**src/sv/brdg_pkg.sv**
```systemverilog
// Shared types and codes for the blit row descriptor generator.
package brdg_pkg;

  localparam int unsigned CoordW  = 12;
  localparam int unsigned DimW    = 13;
  localparam int unsigned PitchW  = 16;
  localparam int unsigned StrideW = 14;
  localparam int unsigned OfsW    = 24;
  localparam int unsigned WordW   = 32;

  localparam logic [12:0] FrameWidthReset = 13'd640;

  // kind field
  localparam logic KindStart = 1'b0;
  localparam logic KindStep  = 1'b1;

  // operation codes
  localparam logic [2:0] OpFill        = 3'd0;
  localparam logic [2:0] OpFrameToBuf  = 3'd1;
  localparam logic [2:0] OpBufToFrame  = 3'd2;
  localparam logic [2:0] OpFrameToFrm  = 3'd3;
  localparam logic [2:0] OpLastValid   = 3'd3;

  // status codes
  localparam logic [1:0] StRow   = 2'd0;
  localparam logic [1:0] StBadOp = 2'd1;
  localparam logic [1:0] StNoRow = 2'd2;

  typedef struct packed {
    logic                kind;
    logic [2:0]          operation;
    logic [CoordW-1:0]   source_x;
    logic [CoordW-1:0]   source_y;
    logic [CoordW-1:0]   dest_x;
    logic [CoordW-1:0]   dest_y;
    logic [DimW-1:0]     rect_width;
    logic [DimW-1:0]     rect_height;
    logic [PitchW-1:0]   buffer_stride_bytes;
    logic [WordW-1:0]    fill_word;
  } cmd_t;

  typedef struct packed {
    logic [1:0]          status;
    logic                dest_in_frame;
    logic [OfsW-1:0]     dest_offset;
    logic                src_in_frame;
    logic [OfsW-1:0]     src_offset;
    logic                is_fill;
    logic [WordW-1:0]    fill_value;
    logic [DimW-1:0]     row_words;
    logic                last_row;
  } row_t;

endpackage

```
**src/sv/brdg_if.sv**
```systemverilog
// Command and row descriptor channel interfaces.
interface brdg_cmd_if;
  logic        valid;
  logic        ready;
  logic        kind;
  logic [2:0]  operation;
  logic [11:0] source_x;
  logic [11:0] source_y;
  logic [11:0] dest_x;
  logic [11:0] dest_y;
  logic [12:0] rect_width;
  logic [12:0] rect_height;
  logic [15:0] buffer_stride_bytes;
  logic [31:0] fill_word;

  modport source (
    output valid, kind, operation, source_x, source_y, dest_x, dest_y,
           rect_width, rect_height, buffer_stride_bytes, fill_word,
    input  ready
  );
  modport sink (
    input  valid, kind, operation, source_x, source_y, dest_x, dest_y,
           rect_width, rect_height, buffer_stride_bytes, fill_word,
    output ready
  );
endinterface

interface brdg_row_if;
  logic        valid;
  logic        ready;
  logic [1:0]  status;
  logic        dest_in_frame;
  logic [23:0] dest_offset;
  logic        src_in_frame;
  logic [23:0] src_offset;
  logic        is_fill;
  logic [31:0] fill_value;
  logic [12:0] row_words;
  logic        last_row;

  modport source (
    output valid, status, dest_in_frame, dest_offset, src_in_frame, src_offset,
           is_fill, fill_value, row_words, last_row,
    input  ready
  );
  modport sink (
    input  valid, status, dest_in_frame, dest_offset, src_in_frame, src_offset,
           is_fill, fill_value, row_words, last_row,
    output ready
  );
endinterface

```
**src/sv/brdg_row_engine.sv**
```systemverilog
// Command state and row descriptor computation for one word per cycle, while adv_i is high.
module brdg_row_engine #(
  parameter int unsigned MAX_DIM = 4096
) (
  input  logic                           clk_i,
  input  logic                           rst_ni,
  input  logic                           adv_i,
  input  brdg_pkg::cmd_t                 cmd_i,
  input  logic [brdg_pkg::DimW-1:0]      frame_width_i,
  output brdg_pkg::row_t                 row_o
);

  localparam logic [14:0] MaxDimW = 15'(MAX_DIM);

  logic                              active_q, active_d;
  logic [1:0]                        cur_op_q, cur_op_d;
  logic [brdg_pkg::OfsW-1:0]         dest_ofs_q, dest_ofs_d;
  logic [brdg_pkg::OfsW-1:0]         src_ofs_q, src_ofs_d;
  logic [brdg_pkg::DimW-1:0]         rows_rem_q, rows_rem_d;
  logic [brdg_pkg::DimW-1:0]         row_len_q, row_len_d;
  logic [brdg_pkg::WordW-1:0]        fill_q, fill_d;
  logic [brdg_pkg::StrideW-1:0]      buf_stride_q, buf_stride_d;

  logic [brdg_pkg::DimW-1:0]         w_sat, h_sat;
  logic [brdg_pkg::StrideW-1:0]      new_stride, st_dst, st_src, run_dst, run_src;
  logic [brdg_pkg::StrideW-1:0]      fw_ext;
  logic [25:0]                       dst_prod, src_prod;
  logic                              fill_row;

  assign fw_ext = {1'b0, frame_width_i};

  // start-path arithmetic: saturate size, derive strides, corner offsets
  always_comb begin
    w_sat = ({2'b00, cmd_i.rect_width} > MaxDimW) ? 13'(MaxDimW) : cmd_i.rect_width;
    h_sat = ({2'b00, cmd_i.rect_height} > MaxDimW) ? 13'(MaxDimW) : cmd_i.rect_height;
    new_stride = (cmd_i.buffer_stride_bytes == '0) ? {1'b0, w_sat}
                                                   : cmd_i.buffer_stride_bytes[15:2];
    st_dst = (cmd_i.operation == brdg_pkg::OpFrameToBuf) ? new_stride : fw_ext;
    st_src = (cmd_i.operation == brdg_pkg::OpBufToFrame) ? new_stride : fw_ext;
    dst_prod = st_dst * cmd_i.dest_y;
    src_prod = st_src * cmd_i.source_y;
    run_dst = ({1'b0, cur_op_q} == brdg_pkg::OpFrameToBuf) ? buf_stride_q : fw_ext;
    run_src = ({1'b0, cur_op_q} == brdg_pkg::OpBufToFrame) ? buf_stride_q : fw_ext;
  end

  always_comb begin
    active_d     = active_q;
    cur_op_d     = cur_op_q;
    dest_ofs_d   = dest_ofs_q;
    src_ofs_d    = src_ofs_q;
    rows_rem_d   = rows_rem_q;
    row_len_d    = row_len_q;
    fill_d       = fill_q;
    buf_stride_d = buf_stride_q;
    row_o          = '0;
    row_o.status   = brdg_pkg::StNoRow;
    row_o.last_row = 1'b1;

    if (cmd_i.kind == brdg_pkg::KindStart) begin
      active_d = 1'b0;
      if (cmd_i.operation > brdg_pkg::OpLastValid) begin
        row_o.status = brdg_pkg::StBadOp;
      end else if (h_sat != '0) begin
        cur_op_d     = cmd_i.operation[1:0];
        row_len_d    = w_sat;
        fill_d       = cmd_i.fill_word;
        buf_stride_d = new_stride;
        dest_ofs_d   = 24'(dst_prod + 26'(cmd_i.dest_x));
        src_ofs_d    = (cmd_i.operation == brdg_pkg::OpFill) ? '0
                       : 24'(src_prod + 26'(cmd_i.source_x));
        rows_rem_d   = h_sat - 13'd1;
        active_d     = (rows_rem_d != '0);
        row_o.status = brdg_pkg::StRow;
      end
    end else if (active_q) begin
      dest_ofs_d = dest_ofs_q + 24'(run_dst);
      if ({1'b0, cur_op_q} != brdg_pkg::OpFill) begin
        src_ofs_d = src_ofs_q + 24'(run_src);
      end
      rows_rem_d   = rows_rem_q - 13'd1;
      active_d     = (rows_rem_d != '0);
      row_o.status = brdg_pkg::StRow;
    end

    fill_row = ({1'b0, cur_op_d} == brdg_pkg::OpFill);
    if (row_o.status == brdg_pkg::StRow) begin
      row_o.dest_in_frame = ({1'b0, cur_op_d} != brdg_pkg::OpFrameToBuf);
      row_o.dest_offset   = dest_ofs_d;
      row_o.src_in_frame  = !fill_row && (({1'b0, cur_op_d} == brdg_pkg::OpFrameToBuf) ||
                                          ({1'b0, cur_op_d} == brdg_pkg::OpFrameToFrm));
      row_o.src_offset    = fill_row ? '0 : src_ofs_d;
      row_o.is_fill       = fill_row;
      row_o.fill_value    = fill_row ? fill_d : '0;
      row_o.row_words     = row_len_d;
      row_o.last_row      = (rows_rem_d == '0);
    end
  end

  always_ff @(posedge clk_i or negedge rst_ni) begin
    if (!rst_ni) begin
      active_q     <= 1'b0;
      cur_op_q     <= '0;
      dest_ofs_q   <= '0;
      src_ofs_q    <= '0;
      rows_rem_q   <= '0;
      row_len_q    <= '0;
      fill_q       <= '0;
      buf_stride_q <= '0;
    end else if (adv_i) begin
      active_q     <= active_d;
      cur_op_q     <= cur_op_d;
      dest_ofs_q   <= dest_ofs_d;
      src_ofs_q    <= src_ofs_d;
      rows_rem_q   <= rows_rem_d;
      row_len_q    <= row_len_d;
      fill_q       <= fill_d;
      buf_stride_q <= buf_stride_d;
    end
  end

endmodule

```
**src/sv/blit_row_descriptor_generator_unit.sv**
```systemverilog
// Top level of the blit row descriptor generator.
//
// cmd_i takes command words: a start word carries a fill or copy command
// (corners, size, buffer pitch, fill word), a step word asks for the next
// row. Every word gives exactly one descriptor word on row_o: destination
// and source pixel offsets, their spaces, row length and a last-row mark, or a
// status word for a bad operation or when there is no row. The user must load
// frame_width via cfg_we_i / cfg_wdata_i only while the unit is idle (unchecked).
//
// Two register stages: one input register, then the row computation (two
// 14x12 multiplies on a start, one add per stride on a step) into the output
// register. row_o.valid rises once the word has moved from the input register
// through the row computation into the output register. Throughput is one
// word per cycle while row_o.ready is high; the input register can still take a
// word while the output register waits on a stalled receiver, and cmd_i.ready
// drops only once both hold a word and row_o.ready is low.
//
// Reset empties both register stages and clears the command state; frame_width
// returns to 640.
module blit_row_descriptor_generator_unit #(
  parameter int unsigned MAX_DIM = 4096
) (
  input  logic                clk_i,
  input  logic                rst_ni,
  input  logic                cfg_we_i,
  input  logic [12:0]         cfg_wdata_i,
  brdg_cmd_if.sink            cmd_i,
  brdg_row_if.source          row_o
);

  logic [brdg_pkg::DimW-1:0]          fw_q;
  logic                               in_vld_q;
  brdg_pkg::cmd_t                     cmd_q, cmd_d;
  logic                               out_vld_q;
  brdg_pkg::row_t                     out_q, row_next;
  logic                               adv;

  always_ff @(posedge clk_i or negedge rst_ni) begin
    if (!rst_ni) begin
      fw_q <= brdg_pkg::FrameWidthReset;
    end else if (cfg_we_i) begin
      fw_q <= cfg_wdata_i;
    end
  end

  // stage advances when the input register holds a word and the output can take it
  assign adv         = in_vld_q && (!out_vld_q || row_o.ready);
  assign cmd_i.ready = !in_vld_q || adv;

  always_comb begin
    cmd_d.kind                = cmd_i.kind;
    cmd_d.operation           = cmd_i.operation;
    cmd_d.source_x            = cmd_i.source_x;
    cmd_d.source_y            = cmd_i.source_y;
    cmd_d.dest_x              = cmd_i.dest_x;
    cmd_d.dest_y              = cmd_i.dest_y;
    cmd_d.rect_width          = cmd_i.rect_width;
    cmd_d.rect_height         = cmd_i.rect_height;
    cmd_d.buffer_stride_bytes = cmd_i.buffer_stride_bytes;
    cmd_d.fill_word           = cmd_i.fill_word;
  end

  always_ff @(posedge clk_i or negedge rst_ni) begin
    if (!rst_ni) begin
      in_vld_q <= 1'b0;
    end else if (cmd_i.ready) begin
      in_vld_q <= cmd_i.valid;
    end
  end

  always_ff @(posedge clk_i) begin
    if (cmd_i.ready && cmd_i.valid) begin
      cmd_q <= cmd_d;
    end
  end

  brdg_row_engine #(
    .MAX_DIM(MAX_DIM)
  ) u_engine (
    .clk_i         (clk_i),
    .rst_ni        (rst_ni),
    .adv_i         (adv),
    .cmd_i         (cmd_q),
    .frame_width_i (fw_q),
    .row_o         (row_next)
  );

  always_ff @(posedge clk_i or negedge rst_ni) begin
    if (!rst_ni) begin
      out_vld_q <= 1'b0;
    end else if (adv) begin
      out_vld_q <= 1'b1;
    end else if (row_o.ready) begin
      out_vld_q <= 1'b0;
    end
  end

  always_ff @(posedge clk_i) begin
    if (adv) begin
      out_q <= row_next;
    end
  end

  assign row_o.valid         = out_vld_q;
  assign row_o.status        = out_q.status;
  assign row_o.dest_in_frame = out_q.dest_in_frame;
  assign row_o.dest_offset   = out_q.dest_offset;
  assign row_o.src_in_frame  = out_q.src_in_frame;
  assign row_o.src_offset    = out_q.src_offset;
  assign row_o.is_fill       = out_q.is_fill;
  assign row_o.fill_value    = out_q.fill_value;
  assign row_o.row_words     = out_q.row_words;
  assign row_o.last_row      = out_q.last_row;

  a_adv_gives_word: assert property (@(posedge clk_i) disable iff (!rst_ni)
    adv |=> out_vld_q)
    else $error("advanced stage left no output word");

  a_accept_fills_input: assert property (@(posedge clk_i) disable iff (!rst_ni)
    (cmd_i.valid && cmd_i.ready) |=> in_vld_q)
    else $error("accepted command word not held in input register");

  a_status_is_last: assert property (@(posedge clk_i) disable iff (!rst_ni)
    (out_vld_q && (out_q.status != brdg_pkg::StRow)) |-> out_q.last_row)
    else $error("status word without last-row mark");

  a_fill_no_source: assert property (@(posedge clk_i) disable iff (!rst_ni)
    (out_vld_q && out_q.is_fill) |-> (!out_q.src_in_frame && (out_q.src_offset == '0)))
    else $error("fill row carries a source");

endmodule

```
**src/flat_wrapper.sv**
```systemverilog
// flat-port wrapper written by rule: the top's interface ports become plain ports
module blit_row_descriptor_generator_unit_flat 
#(
  parameter int unsigned MAX_DIM = 4096
)
  (clk_i, rst_ni, cfg_we_i, cfg_wdata_i, cmd_i_valid, cmd_i_kind, cmd_i_operation, cmd_i_source_x, cmd_i_source_y, cmd_i_dest_x, cmd_i_dest_y, cmd_i_rect_width, cmd_i_rect_height, cmd_i_buffer_stride_bytes, cmd_i_fill_word, cmd_i_ready, row_o_valid, row_o_status, row_o_dest_in_frame, row_o_dest_offset, row_o_src_in_frame, row_o_src_offset, row_o_is_fill, row_o_fill_value, row_o_row_words, row_o_last_row, row_o_ready);
  brdg_cmd_if cmd_i_i ();
  brdg_row_if row_o_i ();
  input  logic clk_i;
  input  logic rst_ni;
  input  logic cfg_we_i;
  input  logic [12:0] cfg_wdata_i;
  input wire logic [$bits(cmd_i_i.valid)-1:0] cmd_i_valid;
  input wire logic [$bits(cmd_i_i.kind)-1:0] cmd_i_kind;
  input wire logic [$bits(cmd_i_i.operation)-1:0] cmd_i_operation;
  input wire logic [$bits(cmd_i_i.source_x)-1:0] cmd_i_source_x;
  input wire logic [$bits(cmd_i_i.source_y)-1:0] cmd_i_source_y;
  input wire logic [$bits(cmd_i_i.dest_x)-1:0] cmd_i_dest_x;
  input wire logic [$bits(cmd_i_i.dest_y)-1:0] cmd_i_dest_y;
  input wire logic [$bits(cmd_i_i.rect_width)-1:0] cmd_i_rect_width;
  input wire logic [$bits(cmd_i_i.rect_height)-1:0] cmd_i_rect_height;
  input wire logic [$bits(cmd_i_i.buffer_stride_bytes)-1:0] cmd_i_buffer_stride_bytes;
  input wire logic [$bits(cmd_i_i.fill_word)-1:0] cmd_i_fill_word;
  output wire logic [$bits(cmd_i_i.ready)-1:0] cmd_i_ready;
  output wire logic [$bits(row_o_i.valid)-1:0] row_o_valid;
  output wire logic [$bits(row_o_i.status)-1:0] row_o_status;
  output wire logic [$bits(row_o_i.dest_in_frame)-1:0] row_o_dest_in_frame;
  output wire logic [$bits(row_o_i.dest_offset)-1:0] row_o_dest_offset;
  output wire logic [$bits(row_o_i.src_in_frame)-1:0] row_o_src_in_frame;
  output wire logic [$bits(row_o_i.src_offset)-1:0] row_o_src_offset;
  output wire logic [$bits(row_o_i.is_fill)-1:0] row_o_is_fill;
  output wire logic [$bits(row_o_i.fill_value)-1:0] row_o_fill_value;
  output wire logic [$bits(row_o_i.row_words)-1:0] row_o_row_words;
  output wire logic [$bits(row_o_i.last_row)-1:0] row_o_last_row;
  input wire logic [$bits(row_o_i.ready)-1:0] row_o_ready;
  assign cmd_i_i.valid = cmd_i_valid;
  assign cmd_i_i.kind = cmd_i_kind;
  assign cmd_i_i.operation = cmd_i_operation;
  assign cmd_i_i.source_x = cmd_i_source_x;
  assign cmd_i_i.source_y = cmd_i_source_y;
  assign cmd_i_i.dest_x = cmd_i_dest_x;
  assign cmd_i_i.dest_y = cmd_i_dest_y;
  assign cmd_i_i.rect_width = cmd_i_rect_width;
  assign cmd_i_i.rect_height = cmd_i_rect_height;
  assign cmd_i_i.buffer_stride_bytes = cmd_i_buffer_stride_bytes;
  assign cmd_i_i.fill_word = cmd_i_fill_word;
  assign cmd_i_ready = cmd_i_i.ready;
  assign row_o_valid = row_o_i.valid;
  assign row_o_status = row_o_i.status;
  assign row_o_dest_in_frame = row_o_i.dest_in_frame;
  assign row_o_dest_offset = row_o_i.dest_offset;
  assign row_o_src_in_frame = row_o_i.src_in_frame;
  assign row_o_src_offset = row_o_i.src_offset;
  assign row_o_is_fill = row_o_i.is_fill;
  assign row_o_fill_value = row_o_i.fill_value;
  assign row_o_row_words = row_o_i.row_words;
  assign row_o_last_row = row_o_i.last_row;
  assign row_o_i.ready = row_o_ready;
  blit_row_descriptor_generator_unit #(.MAX_DIM(MAX_DIM)) u_core (.clk_i(clk_i), .rst_ni(rst_ni), .cfg_we_i(cfg_we_i), .cfg_wdata_i(cfg_wdata_i), .cmd_i(cmd_i_i), .row_o(row_o_i));
endmodule
```
**config.mk**
```make
export PLATFORM = sky130hd
export DESIGN_NAME = blit_row_descriptor_generator_unit_flat
export DESIGN_NICKNAME = d
export VERILOG_FILES = /design/src/sv/brdg_pkg.sv /design/src/sv/brdg_if.sv /design/src/sv/brdg_row_engine.sv /design/src/sv/blit_row_descriptor_generator_unit.sv /design/src/flat_wrapper.sv
export SDC_FILE = /design/constraint.sdc
export NUM_CORES = 2
export LEC_CHECK = 0
export BUFFER_PORTS_ARGS = -buffer_cell sky130_fd_sc_hd__buf_4
export CELL_PAD_IN_SITES_DETAIL_PLACEMENT = 1
export CELL_PAD_IN_SITES_GLOBAL_PLACEMENT = 2
export CORE_MARGIN = 4
export CORE_UTILIZATION = 39
export DETAILED_ROUTE_END_ITERATION = 8
export GPL_ROUTABILITY_DRIVEN = 0
export PLACE_DENSITY_LB_ADDON = 0.12
export SYNTH_ARGS = -nofsm -noshare
export SYNTH_HDL_FRONTEND = slang
export SYNTH_SLANG_ARGS = --single-unit
```
**constraint.sdc**
```tcl
create_clock -name clk_i -period 8.1 [get_ports clk_i]
set_input_delay 1.215 -clock clk_i [delete_from_list [all_inputs] [get_ports clk_i]]
set_output_delay 1.215 -clock clk_i [all_outputs]
set_load 0.02 [all_outputs]
```
==> flow_metrics.tcl <==
set metrics [dict create \
    tns_ps 0 \
    synthToLayoutAreaGrowth_pct 15.53 \
    grt_overflow 0 \
    die_w_um 280.7 \
    finalCritPeriodShare_pct 94.43 \
    powerDensity_mw_per_mm2 486.3 \
    clk_pin_slew_ps 60 \
    drt-initial-drc-count 1344 \
    nets 3790 \
    mostFrequentLayoutCells "nand2_1 (567), inv_1 (389), buf_4 (301)" \
    cts_sinks 363 \
    drcViolationCount 0 \
    status "complete, no violations" \
    nFillCells 8315 \
    syn_area_sq_mm 0.02900 \
    hold_path_class "reg -> reg" \
    antennaDiodeCount 0 \
    slowest_stage "edfxtp_1" \
    num_io_pins 245 \
    p_leak_nw 15.10 \
    grt_pass1_vias 24710 \
    start_util_pct 39.54 \
    finalSetupViolations 0 \
    io_buffers 244 \
    worst-slew-pin-transition_ps 1033 \
    synth_seq_cells 363 \
    die_h_um 280.7 \
    cp-end-kind "flip-flop" \
    antenna_left 0 \
    antenna_found_initial 5 \
    grt_pass1_wl_um 150900 \
    finalClockSkew_ps 22.35 \
    ys_warn_count 0 \
    syn-num-nets 3595 \
    synthArstFlopShare_pct 38.02 \
    cts-root-buf "clkbuf_16" \
    dieArea_sq_mm 0.07877 \
    worstSetupPathType "reg -> reg" \
    ys_seq_area_share_pct 35.22 \
    cap_violations 0 \
    hold_buffers 0 \
    worstPathRequired_ps 8480 \
    yosysTopAreaCellShare_pct 23.30 \
    layout_commonest_cell "nand2_1" \
    synth_area_per_cell_sq_um 9.573 \
    crit_fanout 12 \
    cts_buffers 46 \
    cts_tree "done" \
    grt_max_degree 84 \
    h-tree-depth 2 \
    yosys.area.top_type "edfxtp_1" \
    cpPeakStageDelay_ps 660 \
    placeableCoreArea_sq_mm 0.07333 \
    critPathLaunchType "flip-flop" \
    clk_latency_ps 610 \
    cp.arrival_ps 8030 \
    totalWireLength_um 98560 \
    synthFlopType "edfxtp_1" \
    hold_viol_final 0 \
    cts_buffer_depth 3 \
    cts_setup_buffers 0 \
    yosys-top-cells-area "edfxtp_1 (23%), fa_1 (18%), dfrtp_1 (12%)" \
    viasPerCell 5.394 \
    maxSlewHeadroom_pct 31.17 \
    finalCriticalPeriod_ps 7649 \
    postCtsResizedCells 0 \
    path_common_cell "fa_1" \
    rows 99 \
    dp.final_hpwl_um 74840 \
    hold_depth 2 \
    yosysUniqueCellTypes 87 \
    synth_edf_count 225 \
    grtUsageTotal_pct 24.99 \
    rsz0062_at_grt "no" \
    layout-drive-gt1-share_pct 14.22 \
    wire_per_inst_um 23.35 \
    slew_viol_final 0 \
    vias 22770 \
    drtPass1Iterations 5 \
    ff2ff_path_depth 23 \
    netlist_instances 3029 \
    total_power_mw 16.29 \
    path_cells "nor3b_4 > buf_4 > nor2_1 > a21oi_1 > buf_4 > nand2_1 > fa_1 > fa_1 > fa_1 > inv_1 > fa_1 > inv_1 > fa_1 > inv_1 > ha_1 > and4_1 > a221o_1 > nor2_2 > a21oi_2 > o21ai_1 > a21boi_0 > o31a_1 > a211oi_1" \
    fmax_mhz 130.7 \
    ir_drop_mv 0.3665 \
]
## synth_stat cells (16+ instances only)
| cell | count |
|---|---|
| and3_1 | 19 |
| mux2_2 | 42 |
| buf_2 | 16 |
| clkbuf_1 | 122 |
| inv_1 | 390 |
| a21oi_1 | 158 |
| a22o_1 | 17 |
| and2_1 | 133 |
| o21ai_0 | 125 |
| nand2_1 | 568 |
| fa_1 | 262 |
| nor2b_1 | 31 |
| xnor2_1 | 58 |
| nor3_1 | 32 |
| mux2i_1 | 18 |
| a211oi_1 | 32 |
| dfrtp_1 | 136 |
| xor2_1 | 35 |
| nor2_1 | 137 |
| ha_1 | 160 |
| nand3_1 | 32 |
| edfxtp_1 | 225 |
| a21o_1 | 17 |
| o22ai_1 | 22 |
## report_power, final
group | total, mW | switching [mW] | internal [mW]
clock | 2.20 | 0.905 | 1.30
combinational | 11.3 | 7.06 | 4.25
sequential | 2.77 | 0.383 | 2.39
total | 16.3 | 8.35 | 7.94
## sequential cells by signal, indices dropped and copies added (netlist names)
name,cells
u_core.row_o.last_row,1
u_core.u_engine.dest_ofs_q,24
u_core.row_o.src_offset,24
u_core.row_o.dest_offset,24
u_core.row_o.status,2
u_core.row_o.row_words,13
u_core.u_engine.src_ofs_q,24
u_core.u_engine.row_len_q,13
u_core.u_engine.rows_rem_q,13
u_core.row_o.valid,1
u_core.u_engine.active_q,1
u_core.u_engine.cur_op_q,2
u_core.u_engine.buf_stride_q,14
u_core.row_o.fill_value,32
u_core.in_vld_q,1
u_core.u_engine.fill_q,32
u_core.row_o.src_in_frame,1
u_core.fw_q,13
u_core.cmd_q,126
u_core.row_o.dest_in_frame,1
u_core.row_o.is_fill,1
## kinds of logic (layout without fill, tap and decap cells)
group	count (synthesis)	after routing	synth area share [%]
AO/OA/AOI/OAI	502	502	10.96
XOR/XNOR	94	94	2.887
adder cells (fa/ha/maj)	422	422	24.99
buffers and inverters	545	778	7.228
flip-flops	363	363	35.22
multiplexers	61	61	2.291
AND/OR/NAND/NOR	1042	1042	16.41
## per-layer routing
metal | GRT usage (%) | part of all wire [%]
met1 | 33.59 | 44
met3 | 3.414 | 4.6
met4 | 7.913 | 3.4
met5 | 0 | 0.050
met2 | 42.17 | 48
## area by class of cell
| type | instances | area (sq um) | area share (%) |
|---|---|---|---|
| tap | 959 | 1200 | 3.582 |
| timing repair buffer | 302 | 2271 | 6.779 |
| clock inverter | 34 | 429.2 | 1.281 |
| clock buffer | 52 | 1194 | 3.563 |
| inverter | 390 | 1469 | 4.385 |
| sequential | 363 | 10210 | 30.49 |
| multi-input combinational | 2121 | 16720 | 49.92 |
## stage by stage
stage,util [%],setup slack [ps],cells,cell area [sq um],hold slack [ps]
2_1_floorplan,-,1514,3029,29000,440.6
3_3_place_gp,43.47,633.6,4135,31880,448.3
3_5_place_dp,43.47,497.3,4135,31880,457.2
4_1_cts,45.68,460.8,4221,33500,472.7
5_1_grt,45.68,196.8,4221,33500,487.1
6_report,45.68,451.2,4221,33500,467.3
## worst paths after layout
path,endpoint,from,slack [ps]
min in group asynchronous,u_core.u_engine.fill_q[18]$_DFFE_PN0P_,rst_ni,660
worst max-delay path,u_core.row_o.src_offset[17]$_SDFFCE_PP0P_,u_core.cmd_q[124]$_DFFE_PP_,450
worst min register to register,u_core.u_engine.fill_q[26]$_DFFE_PN0P_,u_core.cmd_q[26]$_DFFE_PP_,470
worst max register to register,u_core.row_o.src_offset[17]$_SDFFCE_PP0P_,u_core.cmd_q[124]$_DFFE_PP_,450
max in group asynchronous,u_core.u_engine.src_ofs_q[22]$_DFFE_PN0P_,rst_ni,5880
worst min-delay path,u_core.u_engine.fill_q[26]$_DFFE_PN0P_,u_core.cmd_q[26]$_DFFE_PP_,470
## worst max-delay path, delay by kind of cell, from the launching register on
kind            cells  cell delay, ps
simple gates        5            1130
buf+inv             5             750
compound gates      7            1960
fa+ha+maj           6            2890
flops               1             660
(Power assumes the default switching activity.)
